$ cat config.mk
export PLATFORM = sky130hd
export DESIGN_NAME = keypad_combination_lock
export DESIGN_NICKNAME = d
export VERILOG_FILES = /design/src/sv/kcl_pkg.sv /design/src/sv/kcl_entry.sv /design/src/sv/kcl_fsm.sv /design/src/sv/keypad_combination_lock.sv
export SDC_FILE = /design/constraint.sdc
export NUM_CORES = 1
export LEC_CHECK = 0
export BUFFER_PORTS_ARGS = -buffer_cell sky130_fd_sc_hd__buf_2
export CAP_MARGIN = 20
export CELL_PAD_IN_SITES_DETAIL_PLACEMENT = 1
export CELL_PAD_IN_SITES_GLOBAL_PLACEMENT = 1
export CORE_ASPECT_RATIO = 0.5
export CORE_MARGIN = 2
export CORE_UTILIZATION = 44
export CTS_CLUSTER_DIAMETER = 120
export DETAILED_ROUTE_END_ITERATION = 8
export HOLD_SLACK_MARGIN = 0.12
export PLACE_DENSITY = 0.85
export SLEW_MARGIN = 30
export SYNTH_ARGS = -nofsm -noshare
export SYNTH_HDL_FRONTEND = slang
export SYNTH_SLANG_ARGS = --single-unit
$ cat constraint.sdc
create_clock -name clk_i -period 2.64 [get_ports clk_i]
set_input_delay 0.528 -clock clk_i [delete_from_list [all_inputs] [get_ports clk_i]]
set_output_delay 0.528 -clock clk_i [all_outputs]
set_load 0.02 [all_outputs]
$ cat src/sv/kcl_pkg.sv
// ----------------------------------------------------------------------------
// kcl_pkg: shared types and constants of the keypad combination lock
// Event codes, mode encoding, reset code and the tries-left helper.
// ----------------------------------------------------------------------------
`default_nettype none

package kcl_pkg;

  localparam int KEY_W    = 8;
  localparam int TRIES_W  = 4;
  localparam int KEYS_W   = 3;
  localparam int CODE_LENGTH_DEF = 4;
  localparam logic [TRIES_W-1:0] MAX_TRIES_RST = 4'd3;
  localparam logic [TRIES_W-1:0] FAIL_SAT      = 4'd15;

  localparam logic [KEY_W-1:0] KEY_OPEN   = 8'd1;
  localparam logic [KEY_W-1:0] KEY_CHANGE = 8'd2;

  // Power-up code; entries past the fourth are zero.
  localparam logic [KEY_W-1:0] RESET_CODE [16] = '{
    8'd1, 8'd9, 8'd1, 8'd7, 8'd0, 8'd0, 8'd0, 8'd0,
    8'd0, 8'd0, 8'd0, 8'd0, 8'd0, 8'd0, 8'd0, 8'd0
  };

  typedef enum logic [3:0] {
    EV_KEY      = 4'd0,
    EV_OPEN     = 4'd1,
    EV_CHANGE   = 4'd2,
    EV_INVALID  = 4'd3,
    EV_WRONG    = 4'd4,
    EV_UNLOCKED = 4'd5,
    EV_ALARM    = 4'd6,
    EV_NEW_CODE = 4'd7,
    EV_UPDATED  = 4'd8
  } ev_e;

  typedef enum logic [3:0] {
    MODE_MENU   = 4'b0001,
    MODE_OPEN   = 4'b0010,
    MODE_CHANGE = 4'b0100,
    MODE_NEW    = 4'b1000
  } mode_e;

  typedef struct packed {
    logic wr_en;   // store the key into the entry buffer
    logic commit;  // copy buffer plus key into the stored code
  } entry_ctl_t;

  typedef struct packed {
    ev_e                ev;
    logic [TRIES_W-1:0] tries;
    logic [KEYS_W-1:0]  keys;
  } res_t;

  function automatic logic [TRIES_W-1:0] tries_rem(logic [TRIES_W-1:0] fails,
                                                    logic [TRIES_W-1:0] max_tries);
    tries_rem = (fails >= max_tries) ? '0 : max_tries - fails;
  endfunction

endpackage

`default_nettype wire

$ cat src/sv/kcl_entry.sv
// ----------------------------------------------------------------------------
// kcl_entry: entry buffer, stored code and parallel compare
// Holds the keys of the running entry and the code; the last key is
// compared and committed straight from the request.
// ----------------------------------------------------------------------------
`default_nettype none

module kcl_entry #(
  parameter int CODE_LENGTH = kcl_pkg::CODE_LENGTH_DEF
) (
  input  wire                         clk_i,
  input  wire                         rst_ni,
  input  wire kcl_pkg::entry_ctl_t    ctl_i,
  input  wire [((CODE_LENGTH > 1) ? $clog2(CODE_LENGTH) : 1)-1:0] wr_idx_i,
  input  wire [kcl_pkg::KEY_W-1:0]    key_i,
  output logic                        match_o
);
  import kcl_pkg::*;

  logic [KEY_W-1:0] buf_q    [CODE_LENGTH];
  logic [KEY_W-1:0] stored_q [CODE_LENGTH];

  // Entry buffer: payload only, every slot is written before it is read.
  always_ff @(posedge clk_i) begin
    if (ctl_i.wr_en) begin
      buf_q[wr_idx_i] <= key_i;
    end
  end

  always_ff @(posedge clk_i or negedge rst_ni) begin
    if (!rst_ni) begin
      for (int i = 0; i < CODE_LENGTH; i++) begin
        stored_q[i] <= RESET_CODE[i];
      end
    end else if (ctl_i.commit) begin
      for (int i = 0; i < CODE_LENGTH; i++) begin
        stored_q[i] <= (i == CODE_LENGTH - 1) ? key_i : buf_q[i];
      end
    end
  end

  always_comb begin
    match_o = (key_i == stored_q[CODE_LENGTH-1]);
    for (int i = 0; i < CODE_LENGTH - 1; i++) begin
      if (buf_q[i] != stored_q[i]) begin
        match_o = 1'b0;
      end
    end
  end

endmodule

`default_nettype wire

$ cat src/sv/kcl_fsm.sv
// ----------------------------------------------------------------------------
// kcl_fsm: menu and attempt sequencer
// Tracks mode, key count and failures; decodes one result per request.
// ----------------------------------------------------------------------------
`default_nettype none

module kcl_fsm #(
  parameter int CODE_LENGTH = kcl_pkg::CODE_LENGTH_DEF
) (
  input  wire                          clk_i,
  input  wire                          rst_ni,
  input  wire                          fire_i,
  input  wire [kcl_pkg::KEY_W-1:0]     key_i,
  input  wire [kcl_pkg::TRIES_W-1:0]   max_tries_i,
  input  wire                          match_i,
  output kcl_pkg::entry_ctl_t          ctl_o,
  output logic [((CODE_LENGTH > 1) ? $clog2(CODE_LENGTH) : 1)-1:0] wr_idx_o,
  output kcl_pkg::res_t                res_o
);
  import kcl_pkg::*;

  localparam int IDX_W = (CODE_LENGTH > 1) ? $clog2(CODE_LENGTH) : 1;
  localparam int CNT_W = $clog2(CODE_LENGTH + 1);
  localparam logic [CNT_W-1:0] CNT_LAST = CNT_W'(CODE_LENGTH - 1);

  mode_e              mode_q, mode_d;
  logic [CNT_W-1:0]   cnt_q, cnt_d;
  logic [TRIES_W-1:0] fail_q, fail_d;
  logic [CNT_W-1:0]   cnt_inc;
  logic [TRIES_W-1:0] fail_inc;
  entry_ctl_t         ctl;
  res_t               res;

  assign cnt_inc  = cnt_q + CNT_W'(1);
  assign fail_inc = (fail_q == FAIL_SAT) ? FAIL_SAT : fail_q + TRIES_W'(1);
  assign wr_idx_o = cnt_q[IDX_W-1:0];

  always_comb begin
    mode_d     = mode_q;
    cnt_d      = cnt_q;
    fail_d     = fail_q;
    ctl        = '0;
    res.ev     = EV_KEY;
    res.tries  = '0;
    res.keys   = '0;
    case (mode_q)
      MODE_MENU: begin
        if (key_i == KEY_OPEN || key_i == KEY_CHANGE) begin
          mode_d    = (key_i == KEY_OPEN) ? MODE_OPEN : MODE_CHANGE;
          res.ev    = (key_i == KEY_OPEN) ? EV_OPEN : EV_CHANGE;
          cnt_d     = '0;
          fail_d    = '0;
          res.tries = max_tries_i;
        end else begin
          res.ev = EV_INVALID;
        end
      end
      MODE_OPEN, MODE_CHANGE, MODE_NEW: begin
        ctl.wr_en = 1'b1;
        if (cnt_q != CNT_LAST) begin
          cnt_d     = cnt_inc;
          res.ev    = EV_KEY;
          res.keys  = KEYS_W'(cnt_inc);
          res.tries = (mode_q == MODE_NEW) ? '0 : tries_rem(fail_q, max_tries_i);
        end else if (mode_q == MODE_NEW) begin
          ctl.commit = 1'b1;
          res.ev     = EV_UPDATED;
          mode_d     = MODE_MENU;
          cnt_d      = '0;
        end else if (match_i) begin
          res.tries = tries_rem(fail_q, max_tries_i);
          cnt_d     = '0;
          if (mode_q == MODE_OPEN) begin
            res.ev = EV_UNLOCKED;
            mode_d = MODE_MENU;
          end else begin
            res.ev = EV_NEW_CODE;
            mode_d = MODE_NEW;
          end
        end else begin
          fail_d = fail_inc;
          cnt_d  = '0;
          if (fail_inc >= max_tries_i) begin
            res.ev = EV_ALARM;
            mode_d = MODE_MENU;
          end else begin
            res.ev    = EV_WRONG;
            res.tries = max_tries_i - fail_inc;
          end
        end
      end
      default: begin
        mode_d = MODE_MENU;
        cnt_d  = '0;
      end
    endcase
  end

  // Only act on a request that moves into the result register.
  assign ctl_o = fire_i ? ctl : '0;
  assign res_o = res;

  always_ff @(posedge clk_i or negedge rst_ni) begin
    if (!rst_ni) begin
      mode_q <= MODE_MENU;
      cnt_q  <= '0;
      fail_q <= '0;
    end else if (fire_i) begin
      mode_q <= mode_d;
      cnt_q  <= cnt_d;
      fail_q <= fail_d;
    end
  end

endmodule

`default_nettype wire

$ cat src/sv/keypad_combination_lock.sv
// ----------------------------------------------------------------------------
// keypad_combination_lock: keypad-driven code lock
// One key per request, one result per request; open and change attempts
// against a stored code with a failure limit and alarm.
// ----------------------------------------------------------------------------
// Usage: each accepted key yields exactly one result; the key is loaded into the
// input register and its result into the result register once that register
// is free, and a new key can be taken every cycle while the result side is not
// stalled, so the sustained rate is one key per clock. The key is decoded and
// compared against all CODE_LENGTH stored keys in parallel in the single
// stage between the two registers. In the menu, key 1 starts an open attempt
// and key 2 a change attempt; other keys report as invalid. After power-up
// the code is 1,9,1,7 and max_tries is 3. Write max_tries only while no
// request is outstanding; the write port is always ready.
`default_nettype none

module keypad_combination_lock #(
  parameter int CODE_LENGTH = kcl_pkg::CODE_LENGTH_DEF
) (
  input  wire                          clk_i,
  input  wire                          rst_ni,
  // key requests
  input  wire                          in_valid_i,
  output logic                         in_stall_o,
  input  wire [kcl_pkg::KEY_W-1:0]     key_code_i,
  // results
  output logic                         out_valid_o,
  input  wire                          out_stall_i,
  output logic [3:0]                   event_res_o,
  output logic [kcl_pkg::TRIES_W-1:0]  tries_left_o,
  output logic [kcl_pkg::KEYS_W-1:0]   keys_entered_o,
  // max_tries write port
  input  wire                          cfg_valid_i,
  output logic                         cfg_ready_o,
  input  wire [kcl_pkg::TRIES_W-1:0]   cfg_max_tries_i
);
  import kcl_pkg::*;

  localparam int IDX_W = (CODE_LENGTH > 1) ? $clog2(CODE_LENGTH) : 1;

  logic               in_valid_q;
  logic [KEY_W-1:0]   key_q;
  logic               out_valid_q;
  res_t               res_q;
  logic [TRIES_W-1:0] max_tries_q;

  logic               advance;   // result register can take a new result
  logic               fire;      // held key is processed this cycle
  logic               in_take;
  logic               match;
  entry_ctl_t         entry_ctl;
  logic [IDX_W-1:0]   wr_idx;
  res_t               res;

  // Result register frees up when empty or when its result is taken.
  assign advance    = !out_valid_q || !out_stall_i;
  assign fire       = in_valid_q && advance;
  // Hold off only while the input register is full and cannot drain.
  assign in_stall_o = in_valid_q && !advance;
  assign in_take    = in_valid_i && !in_stall_o;
  assign cfg_ready_o = 1'b1;

  always_ff @(posedge clk_i or negedge rst_ni) begin
    if (!rst_ni) begin
      max_tries_q <= MAX_TRIES_RST;
    end else if (cfg_valid_i) begin
      max_tries_q <= cfg_max_tries_i;
    end
  end

  // Input register.
  always_ff @(posedge clk_i or negedge rst_ni) begin
    if (!rst_ni) begin
      in_valid_q <= 1'b0;
    end else if (in_take) begin
      in_valid_q <= 1'b1;
    end else if (fire) begin
      in_valid_q <= 1'b0;
    end
  end

  always_ff @(posedge clk_i) begin
    if (in_take) begin
      key_q <= key_code_i;
    end
  end

  kcl_entry #(
    .CODE_LENGTH (CODE_LENGTH)
  ) u_entry (
    .clk_i    (clk_i),
    .rst_ni   (rst_ni),
    .ctl_i    (entry_ctl),
    .wr_idx_i (wr_idx),
    .key_i    (key_q),
    .match_o  (match)
  );

  kcl_fsm #(
    .CODE_LENGTH (CODE_LENGTH)
  ) u_fsm (
    .clk_i       (clk_i),
    .rst_ni      (rst_ni),
    .fire_i      (fire),
    .key_i       (key_q),
    .max_tries_i (max_tries_q),
    .match_i     (match),
    .ctl_o       (entry_ctl),
    .wr_idx_o    (wr_idx),
    .res_o       (res)
  );

  // Result register.
  always_ff @(posedge clk_i or negedge rst_ni) begin
    if (!rst_ni) begin
      out_valid_q <= 1'b0;
    end else if (advance) begin
      out_valid_q <= fire;
    end
  end

  always_ff @(posedge clk_i) begin
    if (fire) begin
      res_q <= res;
    end
  end

  assign out_valid_o    = out_valid_q;
  assign event_res_o    = res_q.ev;
  assign tries_left_o   = res_q.tries;
  assign keys_entered_o = res_q.keys;

  // A processed key always lands in the result register.
  a_fire_fills_out : assert property (@(posedge clk_i) disable iff (!rst_ni)
    fire |=> out_valid_q)
    else $error("processed key produced no result");

  // Key counts only go with a stored-key event.
  a_keys_only_on_key : assert property (@(posedge clk_i) disable iff (!rst_ni)
    (out_valid_q && res_q.keys != '0) |-> (res_q.ev == EV_KEY))
    else $error("key count on a non-key event");

  // Terminal menu outcomes report no tries.
  a_no_tries_final : assert property (@(posedge clk_i) disable iff (!rst_ni)
    (out_valid_q && (res_q.ev == EV_ALARM || res_q.ev == EV_INVALID ||
                     res_q.ev == EV_UPDATED)) |-> (res_q.tries == '0))
    else $error("tries reported on a final outcome");

  // Tries left never exceeds the configured limit.
  a_tries_bound : assert property (@(posedge clk_i) disable iff (!rst_ni)
    out_valid_q |-> (res_q.tries <= max_tries_q))
    else $error("tries left above max_tries");

endmodule

`default_nettype wire
==> impl_results.md, run 1 <==
* Number of buffers added by the clock tree synthesis step at 9
* H-tree depth at 3
* Critical path cell sequence: ha_4 > nand3_1 > nand2_1 > ha_2 > fa_2 > inv_1 > a21oi_1 > o21bai_1 > o21ai_1 > or4_4 > o221ai_2
* Pleak at 2.21 nW
* Final Instance Count excl. Fillers at ~530
* Layout overhead on the synthesized area at 16.1%
* Root Driver: clkbuf_16
* Avg Vias per Cell at 5.49
* Final cell utilization of the core at 52.9%
* Net switching power of the design at just over 1 mW
* Hold-fix buffer count after cts at 0
* Crit path max-delay cell type: or4_4
* Internal power at around 2.5 mW
* Setup Skew at 0.0101 ns
* Width of the chip at approximately 140 um
* Largest fanout on the critical path at 5
* Proportion of power drawn by combinational gates at about 19%
* Arrival time reported for the critical path endpoint at about 2.8 ns
* Post-Syn Area per Cell at 12.8 sq um
* Switching Fraction at 29.2%
* Layout cells sized above 1 at between 20% and 30%
* RePlAce Congestion at 0.845
* Cell total after placement at about 500
* Global routing usage summed across all routing layers at approximately a fifth
* Num rows at 25
* Die span in y at between 70 and 80 um
* Worst setup timing slack at the placement stage at -0.0570 ns
* Final worst-path cycle share at between 90% and 100%
* Maximum buffer depth of the clock tree at 2
* Most instantiated flip-flop cell in the synthesis netlist: edfxtp_1
* Worst endpoint required time at roughly 2.8 ns
* Number of enable flip-flop cells after synthesis at between 40 and 50
* Number of synthesized register bits at 92
* ANT cells at 0
* # fillers at between 900 and 1000
* Cell area power density at around 700 nW/um^2
* Effective utilization at floorplan at 45.6%
* Clock transition at the registers of the reported paths at 0.07 ns
* Post-detailed-route DRC marker count at 0
* Highest cell delay on the worst timing path at between 0.4 and 0.5 ns
* YS warnings at 0
* Number of distinct library cells after synthesis at 45
* Source-to-sink clock delay at the later pin of the worst-skew pair at around 0.35 ns
* Classification of the worst setup path: reg2reg
* Reg2Reg Launch Point: u_fsm.fail_q[1]
* Net count after synthesis at 370
* Sequential standard cell area at 2530 sq um
* Kind of capture point of the worst setup path: flip-flop
* Post-Synthesis Cell Area at approximately 4300 sq um
* Commonest cells after routing, fill and taps aside: edfxtp_1 (43), dfrtp_1 (39), mux2_2 (34), xor2_1 (34), buf_2 (29)
* Detailed-route wire length at roughly 11000 um
* ANT nets after route at 0
* Number of top-level pins at 31
* Final hold violations at 0
* Outcome: complete, no violations
* Most common library cell in the layout ignoring fill and taps: edfxtp_1
* Count of endpoints failing setup in the final report at 0
* Met1 usage at between 20 and 25%
* Minimum clock period after layout at ~2.6 ns
* First-pass GRT wire length at ~17000 um
* Iteration count of the initial detailed-routing pass at 4
* Worst slew slack as a fraction of its limit at between 50% and 60%
* Clk sinks at 92
* Vias in the first global route at 3226
* Mapped Cells at roughly 340
* Sequential fraction of design power at a little under half
* Final count of pins violating max slew at 0
* Share of synthesized area occupied by flip-flops and latches at slightly below 60%
* Placed Instance Area at roughly 4700 sq um
* Met2 track demand over resource in global routing at 41.0%
* Worst setup SP type: flip-flop
* Pin slew with the least headroom to its limit at 0.648 ns
* CTS tree: done
* Number of port buffers at 29
* Core Area at 9510 sq um
* Setup WS post-layout at between 0.05 and 0.06 ns
* Pin count of the biggest net entering global routing at 33
* Finished layout cell area at between 5000 and 6000 sq um
* Busiest metal layer after global routing: met2
* Worst hold path class: in2async
* RSZ-0062 raised after global routing: yes
* Peak VDD IR at around 0.00034 V
* Drt first-iter violations at roughly 200
* Area taken by multi-input logic gates at between 1500 and 2000 sq um
* Number of antenna violations at the first check in global routing at 0
* Met3 usage at ~6.3%
* Synth async-reset ratio at between 50% and 60%
* Total congestion overflow after global routing at 0
* Overall power after layout at approximately 3.5 mW
* Max-cap violations at 0
* Max Fclk at 387 MHz
* Die Footprint at ~11000 sq um
* Total vias in the final route at just under 3000
* Post-layout nets at between 400 and 500
* Critical Path Start: u_fsm.fail_q[1]
* Clock power share at between 30 and 40%
* Half-perimeter wire length after detailed placement at 7300 um
* Mean routed wirelength per cell at between 20 and 25 um
==> kinds of logic after synthesis <==
family	share of synthesized area, %
muxes	10.0
DFF	58.4
buffers and inverters	2.57
other	0.0865
and+or+nand+nor	11.6
AOI/OAI and AO/OA	5.57
adders and majority gates	4.68
xor gates and xnor gates	7.07
==> worst max-delay path, delay by kind of cell, from the launching register on <==
family	cells	cell delay, ns
adders and majority gates	3	0.78
and+or+nand+nor	3	0.65
AOI/OAI and AO/OA	4	0.53
DFF	1	0.42
buffers and inverters	1	0.06
==> what timing repair did <==
item,CTS,global route
setup endpoints to repair,4,5
buffers inserted,0,1
gates resized for setup,3,7
pin swaps,0,2
hold endpoints to repair,0,0
==> sequential cells by signal, indices dropped and copies added, names as in the netlist <==
name,count
in_valid_q,1
event_res_o,4
u_fsm.mode_q,4
out_valid_o,1
u_fsm.fail_q,4
key_q,8
u_fsm.cnt_q,3
max_tries_q,4
keys_entered_o,3
u_entry.stored_q,32
tries_left_o,4
u_entry.buf_q,24
==> cell usage after synthesis, drive strengths merged, types with 10 or more instances <==
master,n,area (sq um)
dfstp,10,263
edfxtp,43,1290
nor2,13,51.3
ha,13,163
nand2,22,82.6
dfrtp,39,976
inv,18,67.6
o21ai,19,95.1
nor4,10,68.8
nand3,14,70.1
mux2,35,394
xor2,34,298
==> through the flow <==
step	hold WS [ns]	TNS (ns)
final	0.210	0
after global routing	0.230	-0.175
after CTS	0.211	0
after detailed placement	0.501	-0.106
after global placement	0.472	0
after floorplan	0.232	0
==> metal layers <==
| layer | share of wire [%] | vias to the layer above |
|---|---|---|
| met5 | 0 | - |
| met3 | 3.6 | 23 |
| li1 | - | 1308 |
| met4 | 2.4 | 0 |
| met2 | 54 | 60 |
| met1 | 40 | 1491 |
==> final cells by class <==
type	instances	share of cell area, %
inverters	18	1.34
well taps	135	3.36
repair buffers	44	5.12
clock inverters	5	0.696
flip-flops and latches	92	50.3
multi-input cells	220	34.6
clock buffers	11	4.62
==> path summary, 6_finish.rpt <==
check                           slack (ns)  depth (start not counted)                    to
worst max-delay path                  0.05                         11       tries_left_o[1]
worst min-delay path                  0.21                          1            in_valid_q
worst max register to register        0.05                         11       tries_left_o[1]
worst min register to register        0.53                          1  u_entry.stored_q[20]
max in group asynchronous             1.71                          2   u_entry.stored_q[2]
min in group clk_i                    0.35                          1              key_q[4]
==> power groups by stage <==
stage / logic (mW) / registers, mW / clock network [mW]
final: 0.679 / 1.64 / 1.20
after floorplan: 0.363 / 1.67 / 0
after detailed placement: 0.616 / 1.65 / 0
after global placement: 0.572 / 1.65 / 0
after global routing: 0.742 / 1.64 / 1.26
after CTS: 0.637 / 1.63 / 1.22
Note: power is estimated with default switching activity, not from simulation.
==> run 2, diff against run 1 <==
--- a/config.mk
+++ b/config.mk
@@ -15,8 +15,10 @@
 export CTS_CLUSTER_DIAMETER = 120
 export DETAILED_ROUTE_END_ITERATION = 8
 export HOLD_SLACK_MARGIN = 0.12
+export MAX_ROUTING_LAYER = met4
 export PLACE_DENSITY = 0.85
 export SLEW_MARGIN = 30
 export SYNTH_ARGS = -nofsm -noshare
 export SYNTH_HDL_FRONTEND = slang
 export SYNTH_SLANG_ARGS = --single-unit
+export TNS_END_PERCENT = 1
==> run 2 against run 1 <==
  * Worst setup slack better by 0.0020 ns
  * Maximum frequency about the same
  * Wire length down 0.47%
  * Critical path depth unchanged
  * Largest cell class unchanged
==> impl_results.md, run 2 (synthesis results as in run 1) <==
* ANT cells at 0 (unchanged)
* Outcome: complete, no violations
* Number of top-level pins at 31 (unchanged)
* Hold-fix buffer count after cts at 0 (unchanged)
* Setup Skew at 0.00988 ns (-0.000223 ns)
* Num rows at 25 (unchanged)
* Worst setup timing slack at the placement stage at -0.0570 ns (unchanged)
* Setup slack on the worst flop-to-flop path at 0.06 ns (about the same)
* Arrival time reported for the critical path endpoint at 2.76 ns (about the same)
* Root Driver: clkbuf_16
* Max Fclk at 387 MHz (about the same)
* Post-Route Setup TNS at 0 ns (unchanged)
* Classification of the worst setup path: reg2reg
* Top Registers: u_entry.stored_q: 32 flops, u_entry.buf_q: 24 flops, key_q: 8 flops
* Final cell utilization of the core at 52.9% (unchanged)
* Commonest cells after routing, fill and taps aside: edfxtp_1 (43), dfrtp_1 (39), mux2_2 (34), xor2_1 (34), buf_2 (29)
* Met3 wire length at 375 um (-3.1%)
* Vias in the first global route at 3222 (-0.12%)
* Cell area power density at 698 nW/um^2 (-0.13%)
* Worst hold path class: in2async
* Highest cell delay on the worst timing path at 0.44 ns (about the same)
* Placed Instance Area at 4710 sq um (unchanged)
* Critical path cell sequence: ha_4 > nand3_1 > nand2_1 > ha_2 > fa_2 > inv_1 > a21oi_1 > o21bai_1 > o21ai_1 > or4_4 > o221ai_2
* Final count of pins violating max slew at 0 (unchanged)
* Final worst-path cycle share at 97.9% (about the same)
* Count of endpoints failing setup in the final report at 0 (unchanged)
* Detailed-route wire length at 10700 um (-0.47%)
* Core Area at 9510 sq um (unchanged)
* Met2 wire len at 5730 um (-0.52%)
* Layout cells sized above 1 at 29.2% (unchanged)
* Die Footprint at 10700 sq um (unchanged)
* Number of antenna violations at the first check in global routing at 0 (unchanged)
* Avg Vias per Cell at 5.49 (about the same)
* Layout overhead on the synthesized area at 16.1% (unchanged)
* Minimum clock period after layout at 2.58 ns (-0.00200 ns)
* Largest fanout on the critical path at 5 (unchanged)
* Source-to-sink clock delay at the later pin of the worst-skew pair at 0.35 ns (about the same)
* Final hold violations at 0 (unchanged)
* Total congestion overflow after global routing at 0 (unchanged)
* Pleak at 2.21 nW (unchanged)
* Drt first-iter violations at 181 (-7.7%)
* Die span in y at 74.2 um (unchanged)
* Cell total after placement at 508 (unchanged)
* Largest register by flop count: u_entry.stored_q
* Max-cap violations at 0 (unchanged)
* Post-layout nets at 417 (unchanged)
* Hold slack at 0.203 ns (-0.00648 ns)
* Half-perimeter wire length after detailed placement at 7300 um (unchanged)
* Iteration count of the initial detailed-routing pass at 4 (unchanged)
* ANT nets after route at 0 (unchanged)
* Clk sinks at 92 (unchanged)
* Maximum buffer depth of the clock tree at 2 (unchanged)
* RSZ-0062 raised after global routing: yes
* Worst path bufs/invs at 1 (unchanged)
* Crit path max-delay cell type: or4_4
* Global routing usage summed across all routing layers at 22.1% (+0.72 points)
* Endpoint of the lowest-slack register-to-register path: tries_left_o[1]
* Kind of capture point of the worst setup path: flip-flop
* Clock transition at the registers of the reported paths at 0.07 ns (about the same)
* Width of the chip at 144 um (unchanged)
* Overall power after layout at 3.51 mW (-0.13%)
* Worst setup SP type: flip-flop
* Total vias in the final route at 2880 (-0.069%)
* Number of buffers added by the clock tree synthesis step at 9 (unchanged)
* Setup WS post-layout at 0.0550 ns (+0.00200 ns)
* Effective utilization at floorplan at 45.6% (unchanged)
* Worst slew slack as a fraction of its limit at 57.2% (+0.45 points)
* RePlAce Congestion at 0.858 (+1.6%)
* Post-detailed-route DRC marker count at 0 (unchanged)
* H-tree depth at 3 (unchanged)
* Finished layout cell area at 5030 sq um (unchanged)
* Number of port buffers at 29 (unchanged)
* Mean routed wirelength per cell at 20.4 um (-0.47%)
* Pin count of the biggest net entering global routing at 33 (unchanged)
* Top Layer Used: met4
* Most common library cell in the layout ignoring fill and taps: edfxtp_1
* CTS tree: done
* Number of cells on the critical path at 11 (unchanged)
* First-pass GRT wire length at 16800 um (+0.12%)
* Met1 Routed Length at 4310 um (-0.65%)
* Kind of cell with the highest combined delay on the critical path: adder cells
* Final Instance Count excl. Fillers at 525 (unchanged)
* Peak VDD IR at 0.000338 V (-0.16%)
* Pin slew with the least headroom to its limit at 0.641 ns (-0.00672 ns)
* Depth of the most critical reg-to-reg path at 11 (unchanged)
* Number of flip-flops in the largest register at 32 (unchanged)
* Worst endpoint required time at 2.82 ns (about the same)
* Reg2Reg Launch Point: u_fsm.fail_q[1]
[run 2: repair_timing]
action                     in CTS  in global routing
gates resized for setup         3                  7
pin swaps                       0                  2
setup endpoints to repair       4                  5
setup buffers                   0                  1
[run 2: report_power, final]
| part | leakage [nW] | switching (mW) | internal [mW] | total [mW] |
|---|---|---|---|---|
| clock | 0.130 | 0.555 | 0.643 | 1.20 |
| sequential | 1.04 | 0.0652 | 1.57 | 1.64 |
| combinational | 1.04 | 0.401 | 0.277 | 0.678 |
[run 2: worst max-delay path by stage]
stage / from / end / slack, ns
3_3_place_gp: u_fsm.fail_q[0] / tries_left_o[2] / 0.11
5_1_grt: u_fsm.fail_q[0] / tries_left_o[1] / -0.07
6_report: u_fsm.fail_q[1] / tries_left_o[1] / 0.06
3_5_place_dp: u_fsm.fail_q[1] / tries_left_o[2] / -0.06
2_1_floorplan: u_fsm.fail_q[0] / tries_left_o[1] / 0.1
4_1_cts: u_fsm.fail_q[1] / tries_left_o[2] / 0.04
[run 2: layer usage]
metal  global-route usage (%)  vias to the layer above
li1                         -                     1310
met1                     22.8                     1483
met2                     41.0                       61
met3                     6.31                       26
met4                     8.20                        0
met5                        -                        -
[run 2: cell type report]
type / count / area (sq um)
clock inverter: 5 / 35.0
inverter: 18 / 67.6
fill: 993 / 4480
clock buffer: 11 / 233
sequential: 92 / 2530
tap: 135 / 169
timing repair buffer: 44 / 258
multi-input combinational: 220 / 1740
[run 2: worst register-to-register path: stages, from the launching register on]
cell,delay [ns]
dfrtp_1,0.42
ha_4,0.20
nand3_1,0.11
nand2_1,0.10
ha_2,0.20
fa_2,0.37
inv_1,0.06
a21oi_1,0.07
o21bai_1,0.17
o21ai_1,0.11
or4_4,0.44
o221ai_2,0.18
